===== config.mk =====
export PLATFORM = sky130hd
export DESIGN_NAME = tilt_rate_direction_decider
export DESIGN_NICKNAME = d
export VERILOG_FILES = /design/src/rtl/core/trdd_pkg.sv /design/src/rtl/core/tilt_rate_direction_decider.sv
export VERILOG_INCLUDE_DIRS = /design/src /design/src/rtl/core
export SDC_FILE = /design/constraint.sdc
export NUM_CORES = 2
export LEC_CHECK = 0
export BUFFER_PORTS_ARGS = -buffer_cell sky130_fd_sc_hd__clkbuf_2
export CAP_MARGIN = 15
export CELL_PAD_IN_SITES_DETAIL_PLACEMENT = 0
export CELL_PAD_IN_SITES_GLOBAL_PLACEMENT = 1
export CORE_MARGIN = 1.5
export CORE_UTILIZATION = 53
export CTS_BUF_LIST = sky130_fd_sc_hd__clkbuf_8
export CTS_CLUSTER_SIZE = 40
export DETAILED_ROUTE_END_ITERATION = 12
export HOLD_SLACK_MARGIN = 0.1
export PLACE_DENSITY_LB_ADDON = 0.1
export SETUP_SLACK_MARGIN = 0.2
export SLEW_MARGIN = 15
export SYNTH_ARGS = -nofsm -noshare
export SYNTH_HDL_FRONTEND = slang
export SYNTH_SLANG_ARGS = --single-unit

===== constraint.sdc =====
create_clock -name clock -period 7.73 [get_ports clock]
set_clock_uncertainty 0.05 [all_clocks]
set_input_delay 0 -clock clock [delete_from_list [all_inputs] [get_ports clock]]
set_output_delay 0 -clock clock [all_outputs]
set_load 0.02 [all_outputs]

===== src/rtl/core/tilt_rate_direction_decider_macros.svh =====
// ----------------------------------------------------------------------------
// tilt rate direction decider assertion macros
// concurrent assertion wrappers, compiled out when ASSERT_OFF is set
// ----------------------------------------------------------------------------
`ifndef TILT_RATE_DIRECTION_DECIDER_MACROS_SVH
`define TILT_RATE_DIRECTION_DECIDER_MACROS_SVH

`ifndef ASSERT_OFF

// same-cycle implication
`define TRDD_ASSERT_IMPL(label, clk, rst, ante, cons) \
   label: assert property (@(posedge clk) disable iff (rst) (ante) |-> (cons)) \
      else $error("trdd assertion failed");

// next-cycle implication
`define TRDD_ASSERT_NEXT(label, clk, rst, ante, cons) \
   label: assert property (@(posedge clk) disable iff (rst) (ante) |=> (cons)) \
      else $error("trdd assertion failed");

`else

`define TRDD_ASSERT_IMPL(label, clk, rst, ante, cons)

`define TRDD_ASSERT_NEXT(label, clk, rst, ante, cons)

`endif

`endif


===== src/rtl/core/trdd_pkg.sv =====
// ----------------------------------------------------------------------------
// trdd_pkg
// constants, types and codes of the tilt rate direction decider
// ----------------------------------------------------------------------------
`timescale 1ns / 1ps

package trdd_pkg;

   localparam int WINDOW      = 20;
   localparam int SAMPLE_BITS = 16;
   localparam int WARMUP      = 3;

   localparam int Q_BITS    = 16;
   localparam int RD_BITS   = Q_BITS + 1;
   localparam int TOL_BITS  = 17;
   localparam int SLOT_BITS = $clog2(WINDOW);
   localparam int SUM_BITS  = $clog2(WINDOW * (2 ** Q_BITS) + 1);
   localparam int CMP_BITS  = $clog2(WINDOW * ((2 ** Q_BITS) + (2 ** TOL_BITS)));
   localparam int DIV_BITS  = SAMPLE_BITS + 1;
   localparam int CNT_BITS  = $clog2(RD_BITS);

   // average by reciprocal multiply, exact over the whole sum range
   localparam int AVG_SHIFT = SUM_BITS + $clog2(WINDOW);
   localparam longint unsigned AVG_MULT = ((64'd1 << AVG_SHIFT) + WINDOW - 1) / WINDOW;
   localparam int MULT_BITS = $clog2(AVG_MULT + 1);
   localparam int PROD_BITS = SUM_BITS + MULT_BITS;

   localparam int ADDR_BITS = 2;
   localparam int DATA_BITS = 32;

   typedef logic signed [SAMPLE_BITS-1:0] sample_type;
   typedef logic [RD_BITS-1:0]            reading_type;
   typedef logic [SUM_BITS-1:0]           sum_type;
   typedef logic [CMP_BITS-1:0]           cmp_type;
   typedef logic [TOL_BITS-1:0]           tol_type;
   typedef logic [1:0]                    drive_type;

   localparam logic [ADDR_BITS-1:0] REG_TOLERANCE_ADDR = 2'd0;
   localparam tol_type              TOL_RESET          = 17'd6554;

   localparam drive_type DRIVE_CW  = 2'd0;
   localparam drive_type DRIVE_CCW = 2'd1;
   localparam drive_type DRIVE_FWD = 2'd2;
   localparam drive_type DRIVE_REV = 2'd3;

endpackage


===== src/rtl/core/tilt_rate_direction_decider.sv =====
// ----------------------------------------------------------------------------
// tilt_rate_direction_decider
// steps: prep, the 17-step restoring divider, ring sum, decide, output; warmup skips divider and ring sum
// a new item is accepted only after the previous one is loaded into the output register;
// the next item is taken while the previous result waits in the output register
// reset: clears min/max, sum, slot, warmup count, parity and ring valid bits;
// tolerance returns to 6554; no clearing pass, ring entries not valid read as 0
// ----------------------------------------------------------------------------
`timescale 1ns / 1ps

`include "tilt_rate_direction_decider_macros.svh"

module tilt_rate_direction_decider import trdd_pkg::*; (
   input  logic                 clock,
   input  logic                 reset,

   input  logic                 req_valid,
   output logic                 req_stall,
   input  sample_type           req_sample,

   output logic                 rsp_valid,
   input  logic                 rsp_stall,
   output drive_type            rsp_drive_code,
   output reading_type          rsp_reading,
   output reading_type          rsp_average,
   output logic                 rsp_decided,
   output logic                 rsp_long_dwell,

   input  logic                 psel,
   input  logic                 penable,
   input  logic                 pwrite,
   input  logic [ADDR_BITS-1:0] paddr,
   input  logic [DATA_BITS-1:0] pwdata,
   output logic [DATA_BITS-1:0] prdata,
   output logic                 pready
);

   localparam logic [2:0] ST_IDLE   = 3'd0;
   localparam logic [2:0] ST_PREP   = 3'd1;
   localparam logic [2:0] ST_DIV    = 3'd2;
   localparam logic [2:0] ST_SUM    = 3'd3;
   localparam logic [2:0] ST_DECIDE = 3'd4;
   localparam logic [2:0] ST_OUT    = 3'd5;

   logic [2:0]           state_ff, state_in;
   sample_type           sample_ff, sample_in;
   sample_type           max_ff, max_in;
   sample_type           min_ff, min_in;
   logic                 warm_ff, warm_in;
   logic [1:0]           warmup_cnt_ff, warmup_cnt_in;
   logic                 parity_ff, parity_in;
   tol_type              tol_ff, tol_in;
   logic [SLOT_BITS-1:0] slot_ff, slot_in;
   sum_type              sum_ff, sum_in;

   logic [DIV_BITS-1:0]    rem_ff, rem_in;
   logic [SAMPLE_BITS-1:0] range_ff, range_in;
   reading_type            quot_ff, quot_in;
   logic [CNT_BITS-1:0]    cnt_ff, cnt_in;

   reading_type          reading_ff, reading_in;
   logic [PROD_BITS-1:0] prod_ff, prod_in;
   drive_type            code_ff, code_in;
   logic                 decided_ff, decided_in;
   logic                 long_ff, long_in;

   logic                 rsp_valid_ff, rsp_valid_in;
   drive_type            rsp_code_ff, rsp_code_in;
   reading_type          rsp_reading_ff, rsp_reading_in;
   reading_type          rsp_average_ff, rsp_average_in;
   logic                 rsp_decided_ff, rsp_decided_in;
   logic                 rsp_long_ff, rsp_long_in;

   reading_type          ring_mem [WINDOW];
   reading_type          ring_rd_ff;
   logic                 ring_rd_vld_ff;
   logic [WINDOW-1:0]    ring_vld_ff;
   logic                 ring_rd;
   logic                 ring_wr;

   logic                   req_xfer;
   logic                   cfg_wr;
   logic signed [SAMPLE_BITS:0] diff_ext;
   logic signed [SAMPLE_BITS:0] rng_ext;
   logic [DIV_BITS-1:0]    div_trial;
   logic                   div_ge;
   reading_type            reading_now;
   reading_type            old_reading;
   cmp_type                lhs;
   cmp_type                tolw;
   cmp_type                sum_ext;
   logic                   rsp_load;

   assign req_xfer  = req_valid && !req_stall;
   assign cfg_wr    = psel && penable && pwrite && pready;
   assign req_stall = (state_ff != ST_IDLE);
   assign pready    = 1'b1;
   assign prdata    = (paddr == REG_TOLERANCE_ADDR) ? DATA_BITS'(tol_ff) : '0;

   assign diff_ext = {sample_ff[SAMPLE_BITS-1], sample_ff} - {min_ff[SAMPLE_BITS-1], min_ff};
   assign rng_ext  = {max_ff[SAMPLE_BITS-1], max_ff} - {min_ff[SAMPLE_BITS-1], min_ff};

   // first step compares the plain numerator, later steps shift in zeros
   assign div_trial = (cnt_ff == '0) ? rem_ff : {rem_ff[DIV_BITS-2:0], 1'b0};
   assign div_ge    = (div_trial >= {1'b0, range_ff});

   assign reading_now = (range_ff == '0) ? '0 : quot_ff;
   assign old_reading = ring_rd_vld_ff ? ring_rd_ff : '0;

   assign lhs     = CMP_BITS'(reading_ff) * CMP_BITS'(WINDOW);
   assign tolw    = CMP_BITS'(tol_ff) * CMP_BITS'(WINDOW);
   assign sum_ext = CMP_BITS'(sum_ff);

   assign rsp_load = (state_ff == ST_OUT) && !(rsp_valid_ff && rsp_stall);
   assign ring_rd  = (state_ff == ST_PREP);
   assign ring_wr  = (state_ff == ST_SUM);

   always_comb begin
      state_in       = state_ff;
      sample_in      = sample_ff;
      max_in         = max_ff;
      min_in         = min_ff;
      warm_in        = warm_ff;
      warmup_cnt_in  = warmup_cnt_ff;
      parity_in      = parity_ff;
      tol_in         = tol_ff;
      slot_in        = slot_ff;
      sum_in         = sum_ff;
      rem_in         = rem_ff;
      range_in       = range_ff;
      quot_in        = quot_ff;
      cnt_in         = cnt_ff;
      reading_in     = reading_ff;
      prod_in        = prod_ff;
      code_in        = code_ff;
      decided_in     = decided_ff;
      long_in        = long_ff;
      rsp_valid_in   = rsp_valid_ff && rsp_stall;
      rsp_code_in    = rsp_code_ff;
      rsp_reading_in = rsp_reading_ff;
      rsp_average_in = rsp_average_ff;
      rsp_decided_in = rsp_decided_ff;
      rsp_long_in    = rsp_long_ff;

      if (cfg_wr && (paddr == REG_TOLERANCE_ADDR)) begin
         tol_in = pwdata[TOL_BITS-1:0];
      end

      case (state_ff)
         ST_IDLE: begin
            if (req_xfer) begin
               sample_in = req_sample;
               if (req_sample > max_ff) begin
                  max_in = req_sample;
               end
               if (req_sample < min_ff) begin
                  min_in = req_sample;
               end
               warm_in = (warmup_cnt_ff < 2'(WARMUP));
               if (warmup_cnt_ff < 2'(WARMUP)) begin
                  warmup_cnt_in = warmup_cnt_ff + 2'd1;
               end
               state_in = ST_PREP;
            end
         end
         ST_PREP: begin
            rem_in     = DIV_BITS'(diff_ext[SAMPLE_BITS-1:0]);
            range_in   = rng_ext[SAMPLE_BITS-1:0];
            quot_in    = '0;
            cnt_in     = '0;
            reading_in = '0;
            state_in   = warm_ff ? ST_DECIDE : ST_DIV;
         end
         ST_DIV: begin
            rem_in  = div_ge ? (div_trial - {1'b0, range_ff}) : div_trial;
            quot_in = {quot_ff[RD_BITS-2:0], div_ge};
            cnt_in  = cnt_ff + 1'b1;
            if (cnt_ff == CNT_BITS'(RD_BITS - 1)) begin
               state_in = ST_SUM;
            end
         end
         ST_SUM: begin
            reading_in = reading_now;
            sum_in     = sum_ff - SUM_BITS'(old_reading) + SUM_BITS'(reading_now);
            slot_in    = (slot_ff == SLOT_BITS'(WINDOW - 1)) ? '0 : slot_ff + 1'b1;
            state_in   = ST_DECIDE;
         end
         ST_DECIDE: begin
            prod_in = PROD_BITS'(sum_ff) * PROD_BITS'(AVG_MULT);
            if (warm_ff) begin
               code_in    = parity_ff ? DRIVE_REV : DRIVE_FWD;
               long_in    = 1'b1;
               decided_in = 1'b0;
            end else if (lhs > sum_ext + tolw) begin
               code_in    = DRIVE_CW;
               long_in    = 1'b0;
               decided_in = 1'b1;
            end else if (lhs + tolw < sum_ext) begin
               code_in    = DRIVE_CCW;
               long_in    = 1'b0;
               decided_in = 1'b1;
            end else begin
               parity_in  = !parity_ff;
               code_in    = parity_ff ? DRIVE_FWD : DRIVE_REV;
               long_in    = 1'b1;
               decided_in = 1'b1;
            end
            state_in = ST_OUT;
         end
         ST_OUT: begin
            if (rsp_load) begin
               rsp_valid_in   = 1'b1;
               rsp_code_in    = code_ff;
               rsp_reading_in = reading_ff;
               rsp_average_in = prod_ff[AVG_SHIFT +: RD_BITS];
               rsp_decided_in = decided_ff;
               rsp_long_in    = long_ff;
               state_in       = ST_IDLE;
            end
         end
         default: begin
            state_in = ST_IDLE;
         end
      endcase
   end

   always_ff @(posedge clock) begin
      if (reset) begin
         state_ff      <= ST_IDLE;
         max_ff        <= {1'b1, {(SAMPLE_BITS-1){1'b0}}};
         min_ff        <= {1'b0, {(SAMPLE_BITS-1){1'b1}}};
         warm_ff       <= 1'b0;
         warmup_cnt_ff <= '0;
         parity_ff     <= 1'b0;
         tol_ff        <= TOL_RESET;
         slot_ff       <= '0;
         sum_ff        <= '0;
         rsp_valid_ff  <= 1'b0;
      end else begin
         state_ff      <= state_in;
         max_ff        <= max_in;
         min_ff        <= min_in;
         warm_ff       <= warm_in;
         warmup_cnt_ff <= warmup_cnt_in;
         parity_ff     <= parity_in;
         tol_ff        <= tol_in;
         slot_ff       <= slot_in;
         sum_ff        <= sum_in;
         rsp_valid_ff  <= rsp_valid_in;
      end
   end

   always_ff @(posedge clock) begin
      sample_ff      <= sample_in;
      rem_ff         <= rem_in;
      range_ff       <= range_in;
      quot_ff        <= quot_in;
      cnt_ff         <= cnt_in;
      reading_ff     <= reading_in;
      prod_ff        <= prod_in;
      code_ff        <= code_in;
      decided_ff     <= decided_in;
      long_ff        <= long_in;
      rsp_code_ff    <= rsp_code_in;
      rsp_reading_ff <= rsp_reading_in;
      rsp_average_ff <= rsp_average_in;
      rsp_decided_ff <= rsp_decided_in;
      rsp_long_ff    <= rsp_long_in;
   end

   // reading ring
   always_ff @(posedge clock) begin
      if (ring_wr) begin
         ring_mem[slot_ff] <= reading_now;
      end
      if (ring_rd) begin
         ring_rd_ff <= ring_mem[slot_ff];
      end
   end

   always_ff @(posedge clock) begin
      if (reset) begin
         ring_vld_ff    <= '0;
         ring_rd_vld_ff <= 1'b0;
      end else begin
         if (ring_wr) begin
            ring_vld_ff[slot_ff] <= 1'b1;
         end
         if (ring_rd) begin
            ring_rd_vld_ff <= ring_vld_ff[slot_ff];
         end
      end
   end

   assign rsp_valid      = rsp_valid_ff;
   assign rsp_drive_code = rsp_code_ff;
   assign rsp_reading    = rsp_reading_ff;
   assign rsp_average    = rsp_average_ff;
   assign rsp_decided    = rsp_decided_ff;
   assign rsp_long_dwell = rsp_long_ff;

   `TRDD_ASSERT_IMPL(a_slot_range, clock, reset, 1'b1, slot_ff <= SLOT_BITS'(WINDOW - 1))
   `TRDD_ASSERT_IMPL(a_sum_bound, clock, reset, 1'b1, sum_ff <= SUM_BITS'(WINDOW * (2 ** Q_BITS)))
   `TRDD_ASSERT_IMPL(a_div_rem, clock, reset, (state_ff == ST_DIV) && (cnt_ff != '0) && (range_ff != '0), rem_ff < DIV_BITS'(range_ff))
   `TRDD_ASSERT_IMPL(a_turn_decided, clock, reset, rsp_valid && !rsp_long_dwell, rsp_decided && (rsp_drive_code == DRIVE_CW || rsp_drive_code == DRIVE_CCW))
   `TRDD_ASSERT_NEXT(a_out_load, clock, reset, rsp_load, rsp_valid_ff && (state_ff == ST_IDLE))

endmodule


==> flow_summary.json <==
{
  "synthesis.area_um2": 38700,
  "grt_pass1_wl_um": 145000,
  "final-hold-violation-count": 0,
  "grt_max_degree": 57,
  "coreArea_um2": 71900,
  "dpl.hpwl_um": 68000,
  "crit_top_cell": "fa_1",
  "yosys.area_share.simple": 0.0833,
  "vias": 25100,
  "synth_cell_types": 87,
  "grt_usage": 0.252,
  "rsz0062_at_grt": "false",
  "synthCells": 3259,
  "power.switching_mw": 2.60,
  "clk_path_buf_depth": 3,
  "avgSynthCellArea_um2": 11.9,
  "start_kind": "register",
  "fin_tns_setup_ns": 0,
  "holdPathStages": 4,
  "max_freq_mhz": 139,
  "critical_path_buf_inv_count": 4,
  "synth_warnings": 0,
  "pwr-share-comb": 0.240,
  "slowest_delay_ns": 0.55,
  "yosys.area_share.xor_xnor": 0.0292,
  "die_h_um": 273,
  "power_density_nw_per_um2": 196,
  "routed_wirelength_um": 92700,
  "cp_max_fo": 6,
  "grt_overflow_total": 0,
  "min_path_type": "in -> reg",
  "r2r-start": "sum_ff[1]$_SDFFE_PP0P_",
  "worst_pin_slew_ns": 1.17,
  "fp.dieW_um": 273,
  "detail-route-antenna-nets": 0,
  "numPortBuffers": 98,
  "die-area_um2": 74700,
  "cts_buffers": 100,
  "setup_viol": 0,
  "drv_cap": 0,
  "slew_violations": 0,
  "viasPerCell": 5.50,
  "synthFlopType": "edfxtp_1",
  "endpoint_kind": "register",
  "ir_drop_v": 0.000196,
  "nets": 4210,
  "yosysSeqAreaShare": 0.443,
  "wire_per_inst_um": 20.3,
  "cts_root_buf": "clkbuf_8",
  "path_class": "reg -> reg",
  "crit_arrival_ns": 7.59,
  "outcome": "finished, final reports clean",
  "synthAdderAreaFrac": 0.234,
  "synth_top_family_by_area": "adder cells",
  "cp_data_required_time_ns": 8.13,
  "crit_family": "adder cells",
  "hold_path_end": "min_ff[7]$_SDFFE_PP1P_",
  "p_total_mw": 8.51,
  "p_clk_frac": 0.320,
  "drive_above_1_share": 0.113,
  "clkTransAtPathRegs_ns": 0.06,
  "p_int_mw": 5.92,
  "gp_congestion": 0.927,
  "drc_errors": 0,
  "post-route-min-period_ns": 7.19,
  "clock-sinks": 606,
  "std_cell_rows": 98,
  "fin_crit_sh": 0.930,
  "grt_pass1_vias": 26100,
  "h-tree-depth": 3,
  "pwr-share-seq": 0.440,
  "area_growth_pct": 12.2,
  "switching_share": 0.305,
  "start_util": 0.539,
  "synth_compound_area_frac": 0.0860,
  "p_leak_nw": 19.1,
  "async_flop_share": 0,
  "synth_edf_count": 502,
  "slowest_stage": "fa_1",
  "r2r_slack_ns": 0.54,
  "firstDrtPassIters": 7,
  "antenna_found_initial": 2,
  "slew-limit-headroom": 0.221,
  "synthMuxAreaShare": 0.0681,
  "synth-seq-cells": 606,
  "timing.rr.end": "prod_ff[42]$_DFFE_PP_",
  "r2r_cells": 22,
  "io_pins": 130,
  "min-delay-start": "req_sample[7]",
  "cts_tree": "done",
  "path_cells": "ha_1 -> fa_1 -> fa_1 -> inv_1 -> fa_1 -> fa_1 -> inv_1 -> fa_1 -> inv_1 -> fa_1 -> inv_1 -> ha_1 -> nand4_1 -> a211o_1 -> o311a_1 -> nor3_1 -> o2111ai_1 -> a311o_1 -> o211ai_1 -> o41ai_2 -> o21bai_1 -> xnor2_1",
  "drt_first_iter_violations": 1464,
  "clock_latency_ns": 0.72
}
-- state kept, by name, summed over array words and instances (netlist names), 3 cells and up --
name and flops:
ring_vld_ff 20, rem_ff 17, sample_ff 16, prod_ff 17, max_ff 16, min_ff 16
sum_ff 21, quot_ff 17, rsp_reading 17, tol_ff 17, cnt_ff 5, rsp_average 17
ring_mem 340, reading_ff 17, ring_rd_ff 17, slot_ff 5, state_ff 3, range_ff 16
-- metal layers --
| metal | vias up | track usage | wire [um] |
|---|---|---|---|
| li1 | 12100 | - | - |
| met1 | 12300 | 0.339 | 40700 |
| met2 | 571 | 0.421 | 45100 |
| met3 | 140 | 0.0382 | 4340 |
| met4 | 2 | 0.0814 | 2530 |
| met5 | - | 0 | 10 |
-- stage by stage --
step	std cells	util	setup slack [ns]	instance area, um^2	hold WS (ns)
CTS	4567	0.605	0.548	43400	0.101
global route	4568	0.605	0.229	43400	0.146
floorplan	3273	-	1.30	38800	0.0489
global placement	4270	0.562	0.582	40400	0.164
detailed placement	4270	0.562	0.491	40400	0.166
finish	4569	0.605	0.544	43400	0.165
-- cell usage after synthesis, drive strengths merged (40+ instances only) --
master	count	area (um^2)
a21o	68	510
a21oi	154	774
and2	60	377
buf	41	228
clkbuf	51	191
dfxtp	104	2080
edfxtp	502	15100
fa	172	3440
ha	448	5610
inv	466	1750
mux2i	43	430
mux4	90	2030
nand2	219	822
nor2	202	761
nor3	40	200
o21ai	78	390
xnor2	93	822
-- cells in the final DEF (no fill, tap or decap), types with 16 or more instances in the layout --
| master | n |
|---|---|
| a21oi_1 | 153 |
| a21o_1 | 68 |
| nor2b_1 | 29 |
| fa_1 | 172 |
| nor2_1 | 199 |
| dfxtp_1 | 102 |
| nand4_1 | 25 |
| dlygate4sd3_1 | 111 |
| mux2_2 | 16 |
| xnor2_1 | 92 |
| edfxtp_1 | 502 |
| ha_1 | 448 |
| mux2i_1 | 43 |
| clkbuf_8 | 109 |
| o21ai_0 | 71 |
| inv_1 | 504 |
| conb_1 | 16 |
| clkinv_1 | 20 |
| and3_1 | 29 |
| and2_1 | 59 |
| mux4_2 | 90 |
| o21bai_1 | 18 |
| a22oi_1 | 17 |
| o211ai_1 | 23 |
| clkbuf_2 | 97 |
| nor3_1 | 40 |
| nand3_1 | 37 |
| o21a_1 | 30 |
| nand2_1 | 219 |
| xor2_1 | 35 |
| buf_4 | 42 |
-- layout make-up --
cell class                 instances  area, um^2
tap                              950        1190
clock buffer                     109        1500
antenna                            2        5.00
sequential                       606       17200
inverter                         467        1750
fill                            5948       28400
clock inverter                    77         454
timing repair buffer             250        1910
multi-input combinational       2108       19500
-- power groups by stage --
stage	sequential, mW	combinational (mW)	clock, mW
CTS	3.75	2.05	2.79
global route	3.76	2.31	2.93
floorplan	3.79	1.51	0
global placement	3.81	1.95	0
detailed placement	3.81	2.00	0
finish	3.75	2.05	2.72
-- repair_timing --
item / in CTS / in global routing
buffers inserted: 0 / 0
hold buffers: 111 / 0
gates resized for setup: 0 / 0
endpoints found under the hold margin: 146 / 0
-- worst register-to-register path: stages (launching register included) --
cell,delay [ns]
dfxtp_1,0.50
ha_1,0.38
fa_1,0.53
fa_1,0.55
inv_1,0.08
fa_1,0.51
fa_1,0.54
inv_1,0.06
fa_1,0.54
inv_1,0.06
fa_1,0.49
inv_1,0.04
ha_1,0.32
nand4_1,0.09
a211o_1,0.28
o311a_1,0.44
nor3_1,0.26
o2111ai_1,0.24
a311o_1,0.35
o211ai_1,0.25
o41ai_2,0.14
o21bai_1,0.18
xnor2_1,0.09
-- worst max-delay path by stage --
| stage | startpoint | to | cells past startpoint |
|---|---|---|---|
| floorplan | sum_ff[2]$_SDFFE_PP0P_ | prod_ff[40]$_DFFE_PP_ | 22 |
| global placement | sum_ff[1]$_SDFFE_PP0P_ | prod_ff[40]$_DFFE_PP_ | 22 |
| detailed placement | sum_ff[1]$_SDFFE_PP0P_ | prod_ff[42]$_DFFE_PP_ | 22 |
| CTS | sum_ff[1]$_SDFFE_PP0P_ | prod_ff[42]$_DFFE_PP_ | 22 |
| global route | sum_ff[1]$_SDFFE_PP0P_ | prod_ff[40]$_DFFE_PP_ | 22 |
| finish | sum_ff[1]$_SDFFE_PP0P_ | prod_ff[42]$_DFFE_PP_ | 22 |
-- kinds of logic after synthesis --
family          Yosys count
fa+ha+maj               621
compound gates          501
mux                     149
flops                   606
xor+xnor                128
other cells               2
simple gates            693
buf+inv                 559
No activity file was read; power rests on OpenSTA's default activity.
